**src/rtl/triggered_ramp_generator_defines.svh**
```systemverilog
// Assertion macros shared by the ramp generator RTL.
// Each macro expects signals named clk and rst in the module that uses it.
`ifndef TRIGGERED_RAMP_GENERATOR_DEFINES_SVH
`define TRIGGERED_RAMP_GENERATOR_DEFINES_SVH

// Consequent checked in the same cycle as the antecedent.
`define TRG_ASSERT_NOW(lbl, ante, cons, msg) \
  lbl: assert property (@(posedge clk) disable iff (rst) (ante) |-> (cons)) else $error(msg);

// Consequent checked in the cycle after the antecedent.
`define TRG_ASSERT_NEXT(lbl, ante, cons, msg) \
  lbl: assert property (@(posedge clk) disable iff (rst) (ante) |=> (cons)) else $error(msg);

`endif

```
**src/rtl/trg_pkg.sv**
```systemverilog
// Package for the triggered ramp generator: poll type, phase codes,
// register indexes and fixed widths. No dependencies.
`default_nettype none

package trg_pkg;

  localparam int TIME_BITS       = 32;
  localparam int DELAY_BITS      = 24;   // 127 * 100000 fits in 24 bits
  localparam int CFG_INDEX_BITS  = 1;
  localparam int CFG_DATA_BITS   = 7;
  localparam int RAMP_TIME_STEPS = 128;
  localparam int TENTH_US        = 100000;
  localparam int RESET_RAMP_US   = 2 * 1000000;
  localparam int PHASE_BITS      = 2;

  localparam logic [PHASE_BITS-1:0] PH_IDLE = 2'd0;
  localparam logic [PHASE_BITS-1:0] PH_RUN  = 2'd1;
  localparam logic [PHASE_BITS-1:0] PH_DONE = 2'd2;

  localparam logic [CFG_INDEX_BITS-1:0] CFG_INVERT    = 1'b0;
  localparam logic [CFG_INDEX_BITS-1:0] CFG_RAMP_TIME = 1'b1;

  typedef struct packed {
    logic [TIME_BITS-1:0] now_us;
    logic                 trigger_level;
  } poll_t;

endpackage

`default_nettype wire

```
**src/rtl/trg_if.sv**
```systemverilog
// Channel interfaces of the triggered ramp generator: poll input,
// result output and configuration write. Depends on trg_pkg.
`default_nettype none

interface trg_poll_if;
  import trg_pkg::*;
  logic                 valid;
  logic                 ready;
  logic [TIME_BITS-1:0] now_us;
  logic                 trigger_level;
  modport source (output valid, output now_us, output trigger_level, input ready);
  modport sink   (input valid, input now_us, input trigger_level, output ready);
endinterface

interface trg_result_if #(parameter int LEVEL_BITS = 8);
  import trg_pkg::*;
  logic                  valid;
  logic                  ready;
  logic [LEVEL_BITS-1:0] ramp_value;
  logic [PHASE_BITS-1:0] ramp_phase;
  modport source (output valid, output ramp_value, output ramp_phase, input ready);
  modport sink   (input valid, input ramp_value, input ramp_phase, output ready);
endinterface

interface trg_cfg_if;
  import trg_pkg::*;
  logic                      valid;
  logic                      ready;
  logic [CFG_INDEX_BITS-1:0] index;
  logic [CFG_DATA_BITS-1:0]  data;
  modport source (output valid, output index, output data, input ready);
  modport sink   (input valid, input index, input data, output ready);
endinterface

`default_nettype wire

```
**src/rtl/triggered_ramp_generator.sv**
```systemverilog
// Triggered ramp generator top level: input register, step core and result register.
// Depends on trg_pkg, the channel interfaces and the three stage modules.
//
// Usage: each poll beat carries a microsecond timestamp and the trigger level
// and yields exactly one result beat with the level and the phase after the
// update (0 idle, 1 running, 2 finished). Configuration beats on cfg write
// register 0 (invert, which also reloads the idle level) or register 1
// (ramp time in 100 ms units); cfg.ready is always high. Write configuration
// only while no poll is in flight.
// Path: an accepted poll goes through the input register, then the result
// register, before it shows as a valid result.
// Throughput: one poll per cycle while result.ready is high; the step decision is
// a combinational 32-bit subtract and compare plus one level increment or decrement.
// Reset (rst, synchronous): phase idle, level 0, step time 0, ramp time 2 s,
// both registers empty. There is no clearing pass.
// Stall: while the receiver holds result.ready low, the result stays put and
// the input register still takes one more poll if it is empty; then poll.ready drops.
`default_nettype none

module triggered_ramp_generator #(
  parameter int LEVEL_BITS = 8
) (
  input  logic         clk,
  input  logic         rst,
  trg_poll_if.sink     poll,
  trg_result_if.source result,
  trg_cfg_if.sink      cfg
);
  import trg_pkg::*;

  logic                  held_valid;
  poll_t                 held;
  logic                  out_free;
  logic                  advance;
  logic [LEVEL_BITS-1:0] value_next;
  logic [PHASE_BITS-1:0] phase_next;

  // A held poll moves on when the result register can take its result.
  assign advance = held_valid && out_free;

  trg_in_stage u_in_stage (
    .clk        (clk),
    .rst        (rst),
    .poll       (poll),
    .advance    (advance),
    .held_valid (held_valid),
    .held       (held)
  );

  trg_core #(
    .LEVEL_BITS (LEVEL_BITS)
  ) u_core (
    .clk        (clk),
    .rst        (rst),
    .cfg        (cfg),
    .fire       (advance),
    .poll       (held),
    .value_next (value_next),
    .phase_next (phase_next)
  );

  trg_out_stage #(
    .LEVEL_BITS (LEVEL_BITS)
  ) u_out_stage (
    .clk        (clk),
    .rst        (rst),
    .load       (advance),
    .value_next (value_next),
    .phase_next (phase_next),
    .free       (out_free),
    .result     (result)
  );

endmodule

`default_nettype wire

```
**src/rtl/trg_in_stage.sv**
```systemverilog
// Input register of the ramp generator: captures one poll beat and holds it
// until the core consumes it. Depends on trg_pkg and trg_poll_if.
`default_nettype none

module trg_in_stage (
  input  logic            clk,
  input  logic            rst,
  trg_poll_if.sink        poll,
  input  logic            advance,
  output logic            held_valid,
  output trg_pkg::poll_t  held
);
  import trg_pkg::*;

  logic take;

  // A new beat is taken when the register is empty or drains this cycle.
  assign poll.ready = !held_valid || advance;
  assign take       = poll.valid && poll.ready;

  always_ff @(posedge clk) begin
    if (rst) begin
      held_valid <= 1'b0;
    end else begin
      held_valid <= take || (held_valid && !advance);
    end
  end

  always_ff @(posedge clk) begin
    if (take) begin
      held.now_us        <= poll.now_us;
      held.trigger_level <= poll.trigger_level;
    end
  end

endmodule

`default_nettype wire

```
**src/rtl/trg_core.sv**
```systemverilog
// Ramp state and step logic: phase, level, step time and the step delay
// derived from the configuration. Depends on trg_pkg, trg_cfg_if and the defines header.
`default_nettype none
`include "triggered_ramp_generator_defines.svh"

module trg_core #(
  parameter int LEVEL_BITS = 8
) (
  input  logic                           clk,
  input  logic                           rst,
  trg_cfg_if.sink                        cfg,
  input  logic                           fire,
  input  trg_pkg::poll_t                 poll,
  output logic [LEVEL_BITS-1:0]          value_next,
  output logic [trg_pkg::PHASE_BITS-1:0] phase_next
);
  import trg_pkg::*;

  localparam int LevelMax = (1 << LEVEL_BITS) - 1;
  localparam logic [LEVEL_BITS-1:0] LevelTop = LEVEL_BITS'(LevelMax);
  localparam logic [DELAY_BITS-1:0] ResetDelay = DELAY_BITS'(RESET_RAMP_US / LevelMax);

  logic [PHASE_BITS-1:0] phase;
  logic [LEVEL_BITS-1:0] level;
  logic [LEVEL_BITS-1:0] level_next;
  logic [TIME_BITS-1:0]  last_step_time;
  logic [TIME_BITS-1:0]  last_step_time_next;
  logic [DELAY_BITS-1:0] delay_us;
  logic                  invert;
  logic                  cfg_we;
  logic [TIME_BITS-1:0]  elapsed;
  logic                  due;
  logic [LEVEL_BITS-1:0] idle_level;
  logic [LEVEL_BITS-1:0] new_idle_level;

  // Step delay for every ramp time, worked out at elaboration.
  logic [DELAY_BITS-1:0] delay_rom [RAMP_TIME_STEPS];

  for (genvar g = 0; g < RAMP_TIME_STEPS; g++) begin : g_delay
    assign delay_rom[g] = DELAY_BITS'((g * TENTH_US) / LevelMax);
  end

  assign cfg.ready = 1'b1;
  assign cfg_we    = cfg.valid;

  assign idle_level     = invert ? LevelTop : '0;
  assign new_idle_level = cfg.data[0] ? LevelTop : '0;

  // Elapsed time wraps modulo 2^32 along with the timestamp.
  assign elapsed = poll.now_us - last_step_time;
  assign due     = elapsed >= TIME_BITS'(delay_us);

  always_comb begin
    phase_next          = phase;
    level_next          = level;
    last_step_time_next = last_step_time;
    case (phase)
      PH_RUN: begin
        if (!poll.trigger_level) begin
          phase_next = PH_DONE;
        end else if (due) begin
          if (invert) begin
            if (level == '0) phase_next = PH_DONE;
            else             level_next = level - 1'b1;
          end else begin
            if (level == LevelTop) phase_next = PH_DONE;
            else                   level_next = level + 1'b1;
          end
          last_step_time_next = poll.now_us;
        end
      end
      PH_DONE: begin
        if (!poll.trigger_level) begin
          level_next = idle_level;
          phase_next = PH_IDLE;
        end
      end
      default: begin
        phase_next = poll.trigger_level ? PH_RUN : PH_IDLE;
      end
    endcase
  end

  assign value_next = level_next;

  always_ff @(posedge clk) begin
    if (rst) begin
      phase          <= PH_IDLE;
      level          <= '0;
      last_step_time <= '0;
      delay_us       <= ResetDelay;
      invert         <= 1'b0;
    end else begin
      // Writing the direction reloads the idle level.
      if (cfg_we && cfg.index == CFG_INVERT) begin
        level <= new_idle_level;
      end else if (fire) begin
        level <= level_next;
      end
      if (fire) begin
        phase          <= phase_next;
        last_step_time <= last_step_time_next;
      end
      if (cfg_we) begin
        case (cfg.index)
          CFG_INVERT: begin
            invert <= cfg.data[0];
          end
          CFG_RAMP_TIME: begin
            delay_us <= delay_rom[cfg.data];
          end
          default: begin
          end
        endcase
      end
    end
  end

  `TRG_ASSERT_NEXT(a_trigger_drop, fire && phase == PH_RUN && !poll.trigger_level,
                   phase == PH_DONE, "run did not finish on trigger release")
  `TRG_ASSERT_NEXT(a_hold_state, !fire && !cfg_we,
                   $stable(level) && $stable(phase) && $stable(last_step_time),
                   "state moved without a poll")
  `TRG_ASSERT_NEXT(a_single_step, fire && phase == PH_RUN && !cfg_we,
                   level == $past(level) || level == $past(level) + 1'b1 ||
                   level == $past(level) - 1'b1, "level moved by more than one step")
  `TRG_ASSERT_NOW(a_idle_no_step, fire && phase != PH_RUN,
                  last_step_time_next == last_step_time, "step time changed outside a run")

endmodule

`default_nettype wire

```
**src/rtl/trg_out_stage.sv**
```systemverilog
// Result register of the ramp generator: holds one result beat until the
// receiver takes it. Depends on trg_pkg and trg_result_if.
`default_nettype none

module trg_out_stage #(
  parameter int LEVEL_BITS = 8
) (
  input  logic                           clk,
  input  logic                           rst,
  input  logic                           load,
  input  logic [LEVEL_BITS-1:0]          value_next,
  input  logic [trg_pkg::PHASE_BITS-1:0] phase_next,
  output logic                           free,
  trg_result_if.source                   result
);
  import trg_pkg::*;

  logic out_valid;

  assign free         = !out_valid || result.ready;
  assign result.valid = out_valid;

  always_ff @(posedge clk) begin
    if (rst) begin
      out_valid <= 1'b0;
    end else if (free) begin
      out_valid <= load;
    end
  end

  always_ff @(posedge clk) begin
    if (load && free) begin
      result.ramp_value <= value_next;
      result.ramp_phase <= phase_next;
    end
  end

endmodule

`default_nettype wire
```
**src/flat_wrapper.sv**
```systemverilog
// flat-port wrapper written by rule: the top's interface ports become plain ports
module triggered_ramp_generator_flat import trg_pkg::*;
#(
  parameter int LEVEL_BITS = 8
)
  (clk, rst, poll_valid, poll_now_us, poll_trigger_level, poll_ready, result_valid, result_ramp_value, result_ramp_phase, result_ready, cfg_valid, cfg_index, cfg_data, cfg_ready);
  trg_poll_if poll_i ();
  trg_result_if #(.LEVEL_BITS(LEVEL_BITS)) result_i ();
  trg_cfg_if cfg_i ();
  input  logic clk;
  input  logic rst;
  input wire logic [$bits(poll_i.valid)-1:0] poll_valid;
  input wire logic [$bits(poll_i.now_us)-1:0] poll_now_us;
  input wire logic [$bits(poll_i.trigger_level)-1:0] poll_trigger_level;
  output wire logic [$bits(poll_i.ready)-1:0] poll_ready;
  output wire logic [$bits(result_i.valid)-1:0] result_valid;
  output wire logic [$bits(result_i.ramp_value)-1:0] result_ramp_value;
  output wire logic [$bits(result_i.ramp_phase)-1:0] result_ramp_phase;
  input wire logic [$bits(result_i.ready)-1:0] result_ready;
  input wire logic [$bits(cfg_i.valid)-1:0] cfg_valid;
  input wire logic [$bits(cfg_i.index)-1:0] cfg_index;
  input wire logic [$bits(cfg_i.data)-1:0] cfg_data;
  output wire logic [$bits(cfg_i.ready)-1:0] cfg_ready;
  assign poll_i.valid = poll_valid;
  assign poll_i.now_us = poll_now_us;
  assign poll_i.trigger_level = poll_trigger_level;
  assign poll_ready = poll_i.ready;
  assign result_valid = result_i.valid;
  assign result_ramp_value = result_i.ramp_value;
  assign result_ramp_phase = result_i.ramp_phase;
  assign result_i.ready = result_ready;
  assign cfg_i.valid = cfg_valid;
  assign cfg_i.index = cfg_index;
  assign cfg_i.data = cfg_data;
  assign cfg_ready = cfg_i.ready;
  triggered_ramp_generator #(.LEVEL_BITS(LEVEL_BITS)) u_core (.clk(clk), .rst(rst), .poll(poll_i), .result(result_i), .cfg(cfg_i));
endmodule
```
**config.mk**
```make
export PLATFORM = sky130hd
export DESIGN_NAME = triggered_ramp_generator_flat
export DESIGN_NICKNAME = d
export VERILOG_FILES = /design/src/rtl/trg_pkg.sv /design/src/rtl/trg_if.sv /design/src/rtl/triggered_ramp_generator.sv /design/src/rtl/trg_in_stage.sv /design/src/rtl/trg_core.sv /design/src/rtl/trg_out_stage.sv /design/src/flat_wrapper.sv
export VERILOG_INCLUDE_DIRS = /design/src /design/src/rtl
export SDC_FILE = /design/constraint.sdc
export NUM_CORES = 1
export LEC_CHECK = 0
export BUFFER_PORTS_ARGS = -buffer_cell sky130_fd_sc_hd__buf_4
export CAP_MARGIN = 20
export CORE_UTILIZATION = 41
export DETAILED_ROUTE_END_ITERATION = 8
export GPL_TIMING_DRIVEN = 0
export PLACE_DENSITY = 0.69
export SLEW_MARGIN = 20
export SYNTH_ARGS = -nofsm -noshare
export SYNTH_HDL_FRONTEND = slang
export SYNTH_HIERARCHICAL = 1
export SYNTH_SLANG_ARGS = --single-unit
```
**constraint.sdc**
```tcl
create_clock -name clk -period 5.4 [get_ports clk]
set_clock_uncertainty 0.15 [all_clocks]
set_input_delay 1.08 -clock clk [delete_from_list [all_inputs] [get_ports clk]]
set_output_delay 1.08 -clock clk [all_outputs]
set_load 0.05 [all_outputs]
```
==> results.json, run 1 <==
{
  "status": "finished, violations left",
  "violations": "setup timing",
  "use_met3_pct": 3.77,
  "synth_most_common_cell": "nor2_1",
  "die_h_um": 145,
  "grt_max_degree": 34,
  "grt_pass1_wl_um": 36900,
  "min_period_over_period_pct": 101,
  "cts_max_level": 3,
  "use_met2_pct": 34.9,
  "multi_input_area_mm2": 0.00551,
  "fmax_mhz": 184,
  "crit_type": "reg2reg",
  "netlist_area_mm2": 0.00838,
  "setup_slack_ns": -0.0467,
  "drtPass1Iterations": 5,
  "synth_top_family_by_area": "compound AO/OA/AOI/OAI gates",
  "die_x_um": 145,
  "p_per_area_mw_per_mm2": 217,
  "path_clk_slew_ns": 0.07,
  "clockRootBuffer": "clkbuf_16",
  "yosys_most_used_dff": "dfxtp_1",
  "syn_nets": 1155,
  "die_area_mm2": 0.0210,
  "clock-sinks": 104,
  "yosysUniqueCellTypes": 82,
  "grt_overflow": 0,
  "synth_common_cells": "136 x nor2_1, 88 x nand2_1, 80 x a21oi_1",
  "fin_hold_ws_ns": 0.309,
  "grt_pass1_vias": 7614,
  "core-area_mm2": 0.0197,
  "synthXorXnorAreaFrac_pct": 2.93,
  "endpoint_kind": "flop",
  "muxShareOfSynthArea_pct": 5.69,
  "cap_violations": 0,
  "num_vias": 8109,
  "antenna_found_initial": 0,
  "synth-seq-cells": 104,
  "gp_congestion": 0.928,
  "yosys.area.top_type": "edfxtp_1",
  "cts_buffer_depth": 2,
  "nFillCells": 1852,
  "seq_area_frac_synth_pct": 30.0,
  "worst_slew_pin_slew_ns": 1.05,
  "post_drt_via_cell_ratio": 5.78,
  "slew_violations": 0,
  "worstSetupStartpointType": "flop",
  "hold_path_class": "reg2reg",
  "numCtsBuffers": 9,
  "hold_viol": 0,
  "rsz0062_at_grt": "true",
  "path_max_fanout": 8,
  "syn_to_final_growth_pct": 17.8,
  "crit_required_ns": 5.49,
  "synth_edf_count": 43,
  "max-slew-margin-rel_pct": 27.9,
  "synth_cells": 1048,
  "finalNonFillerCells": 1403,
  "synthAdderAreaFrac_pct": 9.20,
  "synth_top_cell_area_share_pct": 15.4,
  "synth-async-reset-ratio_pct": 0,
  "grt_use_met1_pct": 28.3,
  "initial_utilization_pct": 42.5,
  "antenna_left": 0,
  "seq_area_mm2": 0.00251,
  "drive_gt1_share_pct": 14.7,
  "portBuffers": 57,
  "netlist_top_cells_area": "edfxtp_1 15%, dfxtp_1 15%, ha_1 9.0%",
  "grt_busiest_layer": "met2",
  "cts_tree": "yes",
  "syn_avg_cell_area_um2": 8.00,
  "cellLeakagePower_nw": 3.97,
  "synth_compound_area_share_pct": 26.1,
  "wirelength_um": 23200,
  "synth-simple-area-share_pct": 18.7,
  "worstSkewPairLatency_ns": 0.37,
  "peakVddDrop_uv": 149,
  "final_nets": 1240,
  "grt_use_total_pct": 21.5,
  "final.min_clock_period_ns": 5.45,
  "diodes": 0,
  "rows": 51,
  "drc": 0,
  "place_hpwl_um": 17000,
  "crit_arrival_ns": 5.53,
  "yosysWarnings": 6,
  "place_inst": 1370,
  "drt_iter0_markers": 723,
  "ios": 59,
  "routedWlPerCell_um": 16.5,
  "setup_viol": 28
}
worst max-delay path: stages (launching register included):
cell and delay, ns:
edfxtp_1 0.37, buf_4 0.12, buf_4 0.10, inv_1 0.05, fa_2 0.40, nand2b_1 0.17
a21o_1 0.20, a211o_1 0.33, nand2b_1 0.12, a21oi_1 0.09, xnor2_1 0.19, ha_1 0.26
a21o_1 0.17, a21oi_2 0.13, nor4bb_4 0.21, o2111ai_2 0.17, a2111oi_4 0.40, o2111ai_1 0.16
or4_4 0.58, o21ai_4 0.19, or3_4 0.17, buf_12 0.16, clkbuf_16 0.17, mux2i_1 0.19
nor2_1 0.05
sequential cells by signal, indices dropped and copies added, names as in the netlist:
register and flops:
u_core/u_out_stage/result.ramp_phase 2, u_core/u_core/last_step_time 32, u_core/u_core/delay_us 16, u_core/u_out_stage/result.ramp_value 8, u_core/u_out_stage/result.valid 1, u_core/u_core/invert 1
u_core/u_core/level 8, u_core/u_core/phase 2, u_core/u_in_stage/held 33, u_core/u_in_stage/held_valid 1
final cells by class:
type	count	share of cell area, %
repair buffers	74	6.20
clock inverters	7	0.621
well taps	265	3.36
clock buffers	9	2.28
multi-input cells	801	55.8
inverters	76	2.89
plain buffers	67	3.43
flip-flops and latches	104	25.5
cell usage in the layout (no fill, tap or decap), types with 12 or more instances in the layout:
master and count:
nor3_1 22, clkbuf_1 44, buf_4 72, dfxtp_1 60
a21oi_1 74, nor2_1 135, nand2_1 87, a211oi_1 23
a21o_1 15, clkbuf_16 12, edfxtp_1 43, ha_1 54
xnor2_1 17, inv_1 76, o21ai_0 65, nand3_1 22
mux2i_1 42
power breakdown:
part	total, W	internal [W]	switching, W
logic	0.000629	0.000246	0.000383
clock network	0.000633	0.000322	0.000311
registers	0.000883	0.000862	0.0000213
total	0.00215	0.00143	0.000716
stage by stage:
step           setup slack (ns)  area (um2)  utilization (%)  total power, W  setup TNS, ns
5_1_grt                  -0.286        9870             50.1         0.00226         -11.30
2_1_floorplan             0.215        8380                -         0.00132              0
3_5_place_dp             -0.879        9140             46.4         0.00147         -39.92
4_1_cts                  0.0145        9630             48.8         0.00214              0
3_3_place_gp             -0.840        9140             46.4         0.00147         -37.84
6_report                -0.0467        9870             50.1         0.00215         -0.574
final timing paths:
path | startpoint | to | slack [ns] | cells after the start
max | u_core/u_in_stage/held[2] | u_core/u_core/last_step_time[27] | -0.05 | 24
min | u_core/u_core/delay_us[14] | u_core/u_core/delay_us[14] | 0.31 | 2
max reg2reg | u_core/u_in_stage/held[2] | u_core/u_core/last_step_time[27] | -0.05 | 24
min reg2reg | u_core/u_core/delay_us[14] | u_core/u_core/delay_us[14] | 0.31 | 2
per-layer routing:
| layer | vias up | routed length [um] |
|---|---|---|
| met5 | - | 0 |
| met4 | 0 | 534 |
| met3 | 53 | 1340 |
| met2 | 305 | 10600 |
| met1 | 3771 | 10700 |
| li1 | 3980 | - |
cells by family after synthesis:
| kind of cell | after synthesis |
|---|---|
| other | 1 |
| adder cells (fa/ha/maj) | 61 |
| XOR/XNOR | 28 |
| multiplexers | 45 |
| AND/OR/NAND/NOR | 340 |
| flip-flops | 104 |
| AO/OA/AOI/OAI | 326 |
| buffers and inverters | 143 |
what timing repair did:
item,4_1_cts,5_1_grt
endpoints found under the hold margin,0,0
resized for setup,20,26
pin swaps,11,30
gates cloned,0,3
endpoints found under the setup margin,52,52
buffers inserted,8,6
hold buffers,0,0
(Power assumes the default switching activity.)
==> inputs of run 2 (changes only) <==
--- a/config.mk
+++ b/config.mk
@@ -11,7 +11,6 @@
 export CORE_UTILIZATION = 41
 export DETAILED_ROUTE_END_ITERATION = 8
 export GPL_TIMING_DRIVEN = 0
-export PLACE_DENSITY = 0.69
 export SLEW_MARGIN = 20
 export SYNTH_ARGS = -nofsm -noshare
 export SYNTH_HDL_FRONTEND = slang
==> run 2 against run 1 <==
  * The run now ends clean
  * Final cell count hardly changed
  * Combinational power about the same
  * Register-to-register slack better by 0.08 ns
  * Power is 1.9% higher
  * Clock power increased by 7.0%
  * Fmax grew 1.5%
  * Setup slack better by 0.079 ns
  * Critical endpoint is now u_core/u_core/last_step_time[9]
==> results.json, run 2 (same netlist as run 1, synthesis figures left out) <==
{
  "cts_tree": "yes",
  "cp_slowest_cell": "or4_4",
  "nFillCells": 1905,
  "post_drt_via_cell_ratio": 5.76,
  "rsz0062_at_grt": "true",
  "cp_top_family": "compound AO/OA/AOI/OAI gates",
  "min_period_over_period_pct": 99.4,
  "hold_end": "u_core/u_core/delay_us[14]",
  "hold_path.startpoint": "u_core/u_core/delay_us[14]",
  "fin_hold_ws_ns": 0.308,
  "ios": 59,
  "antenna_left": 0,
  "initial_utilization_pct": 42.5,
  "grt_pass1_vias": 7511,
  "p_per_area_mw_per_mm2": 222,
  "die_x_um": 145,
  "ff2ff_setup_slack_ns": 0.03,
  "crit_chain": "ha_1 -> nor2b_4 -> o2111ai_2 -> buf_4 -> a2111oi_4 -> or3_4 -> a21o_1 -> a21oi_2 -> xnor2_2 -> ha_1 -> a21oi_2 -> nor4bb_4 -> o2111ai_2 -> a2111oi_4 -> o2111ai_1 -> or4_4 -> o21ai_4 -> or3_4 -> buf_12 -> buf_12 -> mux2i_1 -> nor2_1",
  "routedWlPerCell_um": 16.5,
  "drtPass1Iterations": 6,
  "reg2reg_to": "u_core/u_core/last_step_time[9]",
  "die_area_mm2": 0.0210,
  "drt_iter0_markers": 693,
  "rows": 51,
  "grt_overflow": 0,
  "max_flop_register": "u_core/u_in_stage/held",
  "antenna_found_initial": 0,
  "max-slew-margin-rel_pct": 37.0,
  "grt_max_degree": 34,
  "cellLeakagePower_nw": 3.97,
  "worst_slew_pin_slew_ns": 0.921,
  "crit_arrival_ns": 5.44,
  "cts_max_level": 3,
  "gp_congestion": 0.928,
  "largest_reg_flops": 33,
  "core-area_mm2": 0.0197,
  "critPathBufInv": 3,
  "fmax_mhz": 186,
  "total_power_w": 0.00219,
  "endpoint_kind": "flop",
  "seq_area_mm2": 0.00251,
  "crit_type": "reg2reg",
  "reg_top3": "u_core/u_in_stage/held x33, u_core/u_core/last_step_time x32, u_core/u_core/delay_us x16",
  "clockRootBuffer": "clkbuf_16",
  "drc": 0,
  "clock-sinks": 104,
  "place_hpwl_um": 17300,
  "die_h_um": 145,
  "crit_cells": 22,
  "final_core_util_pct": 50.0,
  "min_path_cells": 2,
  "worstSkewPairLatency_ns": 0.36,
  "reg2reg_from": "u_core/u_in_stage/held[2]",
  "drive_gt1_share_pct": 15.2,
  "diodes": 0,
  "worstSetupStartpointType": "flop",
  "cts_buffer_depth": 2,
  "grt_use_total_pct": 21.8,
  "path_clk_slew_ns": 0.07,
  "wirelength_um": 23200,
  "final_common_cell": "nor2_1",
  "status": "complete, no violations",
  "multi_input_area_mm2": 0.00548,
  "path_max_fanout": 10,
  "portBuffers": 57,
  "num_vias": 8091,
  "rr_worst_depth": 22,
  "crit_required_ns": 5.47,
  "hold_viol": 0,
  "cp_slowest_stage_delay_ns": 0.56,
  "slew_violations": 0,
  "setup_viol": 0,
  "final_nets": 1241,
  "grt_pass1_wl_um": 37500,
  "final.min_clock_period_ns": 5.37,
  "cap_violations": 0,
  "syn_to_final_growth_pct": 17.7,
  "hold_path_class": "reg2reg",
  "numCtsBuffers": 9,
  "final_cell_mix": "135 x nor2_1, 87 x nand2_1, 76 x inv_1, 74 x buf_4, 74 x a21oi_1",
  "peakVddDrop_uv": 138
}
-- run 2: cell types whose count changed in the layout (fill, tap and decap cells not counted), sizes merged --
| cell | delta |
|---|---|
| buf | +2 |
| bufinv | +1 |
| clkbuf | -1 |
| clkinv | -2 |
| clkinvlp | +1 |
-- run 2: metrics by stage --
| stage | TNS (ns) | cell area [um2] | cells | worst slack [ns] |
|---|---|---|---|---|
| 6_report | 0 | 9860 | 1404 | 0.0320 |
| 2_1_floorplan | 0 | 8380 | 1048 | 0.215 |
| 3_5_place_dp | -44.13 | 9140 | 1370 | -0.988 |
| 3_3_place_gp | -47.28 | 9140 | 1370 | -1.02 |
| 5_1_grt | -6.05 | 9860 | 1404 | -0.183 |
| 4_1_cts | 0 | 9620 | 1393 | 0.0299 |
-- run 2: layout make-up --
type / instances / area share [%]
multi-input combinational: 801 / 55.6
sequential: 104 / 25.5
timing repair buffer: 75 / 6.10
buffer: 67 / 3.44
tap: 265 / 3.36
inverter: 76 / 2.89
clock buffer: 9 / 2.28
clock inverter: 7 / 0.850
-- run 2: worst reg2reg max path, delay by kind of cell, from the launching register on --
kind / cells / cell delay, ns
AO/OA/AOI/OAI: 9 / 1.82
XOR/XNOR: 1 / 0.15
adder cells (fa/ha/maj): 2 / 0.63
buffers and inverters: 3 / 0.50
flip-flops: 1 / 0.43
multiplexers: 1 / 0.22
AND/OR/NAND/NOR: 6 / 1.36
-- run 2: worst max-delay path by stage --
stage,endpoint,startpoint,slack (ns)
2_1_floorplan,u_core/u_core/last_step_time[7],u_core/u_in_stage/held[10],0.22
3_3_place_gp,u_core/u_core/last_step_time[31],u_core/u_in_stage/held[10],-1.02
3_5_place_dp,u_core/u_core/last_step_time[1],u_core/u_in_stage/held[10],-0.99
4_1_cts,u_core/u_core/last_step_time[9],u_core/u_in_stage/held[10],0.03
5_1_grt,u_core/u_core/last_step_time[1],u_core/u_in_stage/held[2],-0.18
6_report,u_core/u_core/last_step_time[9],u_core/u_in_stage/held[2],0.03
-- run 2: per-layer routing --
metal | vias to the layer above | track usage, % | wire length, um
li1 | 3994 | - | -
met1 | 3796 | 30.2 | 11100
met2 | 264 | 34.1 | 10300
met3 | 37 | 4.15 | 1310
met4 | 0 | 6.49 | 456
met5 | - | 0 | 0
-- run 2: timing repair --
action | CTS | global route
setup endpoints to repair | 52 | 52
hold buffers | 0 | 0
gates resized for setup | 17 | 29
buffers inserted | 7 | 9
cloned | 0 | 2
pin swaps | 12 | 34
-- run 2: where the power goes --
| part | leakage [nW] | internal (W) | switching [W] |
|---|---|---|---|
| logic | 2.91 | 0.000245 | 0.000382 |
| clock network | 0.149 | 0.000369 | 0.000309 |
| registers | 0.911 | 0.000862 | 0.0000209 |
| total | 3.97 | 0.00148 | 0.000712 |
==> inputs of run 3 (changes only) <==
--- a/config.mk
+++ b/config.mk
@@ -11,6 +11,8 @@
 export CORE_UTILIZATION = 41
 export DETAILED_ROUTE_END_ITERATION = 8
 export GPL_TIMING_DRIVEN = 0
+export RECOVER_POWER = 50
+export SETUP_SLACK_MARGIN = 0.5
 export SLEW_MARGIN = 20
 export SYNTH_ARGS = -nofsm -noshare
 export SYNTH_HDL_FRONTEND = slang
==> run 3 against run 2 <==
  * The flow now finishes with violations (capacitance limit, slew limit)
  * Cell area is 1.1% higher
  * Fmax is 4.7% higher
  * Clock-buffer cell count did not move
  * Critical endpoint is now u_core/u_out_stage/result.ramp_value[0]
  * Largest power group unchanged
==> results.json, run 3 (same netlist as run 1, synthesis figures left out) <==
{
  "final_common_cell": "nor2_1",
  "final_core_util_pct": 50.6,
  "worstSetupStartpointType": "flop",
  "core-area_mm2": 0.0197,
  "die_area_mm2": 0.0210,
  "wirelength_um": 24200,
  "cpMostUsedCell": "a21oi_2",
  "dpl_cell_area_mm2": 0.00919,
  "grt_use_total_pct": 23.1,
  "setup_tns_ns": 0,
  "hold_path_class": "reg2reg",
  "cellLeakagePower_nw": 3.94,
  "max-slew-margin-rel_pct": -52.8,
  "p_per_area_mw_per_mm2": 222,
  "drt_iter0_markers": 780,
  "ios": 59,
  "path_clk_slew_ns": 0.08,
  "antenna_found_initial": 0,
  "violations": "capacitance limit, slew limit",
  "rr_worst_depth": 20,
  "crit_path_start": "u_core/u_in_stage/held[10]",
  "slew_violations": 34,
  "crit_type": "reg2reg",
  "critPathBufInv": 1,
  "crit_chain": "ha_4 -> a21oi_4 -> a21boi_2 -> o311a_1 -> or3_4 -> a21o_1 -> a21oi_2 -> xnor2_2 -> ha_1 -> a21oi_2 -> nor4bb_4 -> o2111ai_2 -> a2111oi_2 -> o2111ai_1 -> or4_4 -> o21ai_4 -> buf_6 -> nor2_1 -> mux2i_1 -> o221ai_1",
  "ff2ff_setup_slack_ns": 0.27,
  "antenna_left": 0,
  "drc": 0,
  "die_h_um": 145,
  "final_area_mm2": 0.00997,
  "critPathCapture": "u_core/u_out_stage/result.ramp_value[0]",
  "reg_top3": "u_core/u_in_stage/held x33, u_core/u_core/last_step_time x32, u_core/u_core/delay_us x16",
  "worst_slew_pin_slew_ns": 2.29,
  "clockRootBuffer": "clkbuf_16",
  "fmax_mhz": 195,
  "hold_buffers": 0,
  "final_nets": 1249,
  "grt_pass1_vias": 7650,
  "grt_pass1_wl_um": 39400,
  "die_x_um": 145,
  "path_max_fanout": 9,
  "cts_max_level": 3,
  "portBuffers": 57,
  "cp_top_family": "compound AO/OA/AOI/OAI gates",
  "numCtsBuffers": 9,
  "max_flop_register": "u_core/u_in_stage/held",
  "crit_cells": 20,
  "clock-sinks": 104,
  "final_cell_mix": "134 x nor2_1, 86 x nand2_1, 76 x inv_1, 70 x a21oi_1, 65 x o21ai_0",
  "diodes": 0,
  "post_drt_via_cell_ratio": 5.78,
  "status": "finished, violations left",
  "fin_hold_ws_ns": 0.311,
  "cap_violations": 1,
  "final.min_clock_period_ns": 5.13,
  "peakVddDrop_uv": 127,
  "gp_congestion": 0.942,
  "syn_to_final_growth_pct": 19.0,
  "cp_slowest_stage_delay_ns": 0.57,
  "rows": 51,
  "reg2reg_to": "u_core/u_out_stage/result.ramp_value[0]",
  "setup_viol": 0,
  "hold_viol": 0,
  "min_period_over_period_pct": 95.0,
  "finalNonFillerCells": 1412,
  "num_vias": 8166,
  "cts_buffer_depth": 2,
  "routedWlPerCell_um": 17.1,
  "initial_utilization_pct": 42.5,
  "worstSkewPairLatency_ns": 0.36,
  "place_inst": 1370,
  "crit_arrival_ns": 5.03,
  "rsz0062_at_grt": "true",
  "crit_required_ns": 5.31,
  "drive_gt1_share_pct": 15.5,
  "reg2reg_from": "u_core/u_in_stage/held[10]",
  "cp_slowest_cell": "or4_4",
  "endpoint_kind": "flop",
  "drtPass1Iterations": 6,
  "grt_max_degree": 34,
  "place_hpwl_um": 17600,
  "grt_overflow": 0,
  "cts_tree": "yes",
  "largest_reg_flops": 33
}
==> run 3: changes by cell type in the layout (fill, tap and decap cells not counted), moves of 2 or more <==
cell,previous run,this run
a2111oi_2,0,2
a21oi_1,74,70
a21oi_2,10,13
and2_0,0,3
and2_4,2,0
buf_4,74,33
buf_6,1,4
clkbuf_1,44,56
clkbuf_4,0,34
ha_1,54,52
ha_4,3,6
nor2_4,0,2
==> run 3: where the power goes <==
part	internal, W	switching [W]
sequential	0.000863	0.0000207
combinational	0.000246	0.000391
clock	0.000369	0.000321
total	0.00148	0.000733
==> run 3: what timing repair did <==
item,4_1_cts,5_1_grt
buffers inserted,19,5
gates resized for setup,33,29
pin swaps,40,33
cloned,1,1
setup endpoints to repair,52,52
==> run 3: worst min-delay path by stage <==
stage / startpoint / end / depth (start not counted)
6_report: u_core/u_core/delay_us[14] / u_core/u_core/delay_us[14] / 2
5_1_grt: u_core/u_core/delay_us[5] / u_core/u_core/delay_us[5] / 1
4_1_cts: u_core/u_core/delay_us[14] / u_core/u_core/delay_us[14] / 2
3_5_place_dp: u_core/u_core/delay_us[14] / u_core/u_core/delay_us[14] / 2
3_3_place_gp: u_core/u_core/delay_us[6] / u_core/u_core/delay_us[6] / 2
2_1_floorplan: u_core/u_core/delay_us[6] / u_core/u_core/delay_us[6] / 2
==> run 3: worst register-to-register path, delay by kind of cell, from the launching register on <==
kind | cells | cell delay, ns
XOR/XNOR | 1 | 0.13
flip-flops | 1 | 0.44
AO/OA/AOI/OAI | 11 | 1.96
buffers and inverters | 1 | 0.16
AND/OR/NAND/NOR | 4 | 1.25
adder cells (fa/ha/maj) | 2 | 0.58
multiplexers | 1 | 0.16
==> run 3: final cells by class <==
| class | instances | area [um2] |
|---|---|---|
| sequential | 104 | 2510 |
| multi-input combinational | 801 | 5560 |
| buffer | 67 | 339 |
| fill | 1896 | 9750 |
| clock buffer | 9 | 225 |
| tap | 265 | 332 |
| clock inverter | 7 | 83.8 |
| inverter | 76 | 285 |
| timing repair buffer | 83 | 631 |
==> run 3: metal layers <==
| layer | GRT usage, % | vias up | share of wire, % |
|---|---|---|---|
| met5 | 0 | - | 0 |
| met4 | 7.13 | 0 | 2.1 |
| met3 | 3.58 | 36 | 5.6 |
| met2 | 36.3 | 289 | 45 |
| met1 | 32.2 | 3849 | 47 |
| li1 | - | 3992 | - |
==> run 3: per-stage QoR <==
step / worst slack, ns / power (W)
2_1_floorplan: 0.500 / 0.00132
3_3_place_gp: -0.243 / 0.00149
3_5_place_dp: -0.193 / 0.00149
4_1_cts: 0.113 / 0.00221
5_1_grt: 0.0685 / 0.00233
6_report: 0.271 / 0.00221
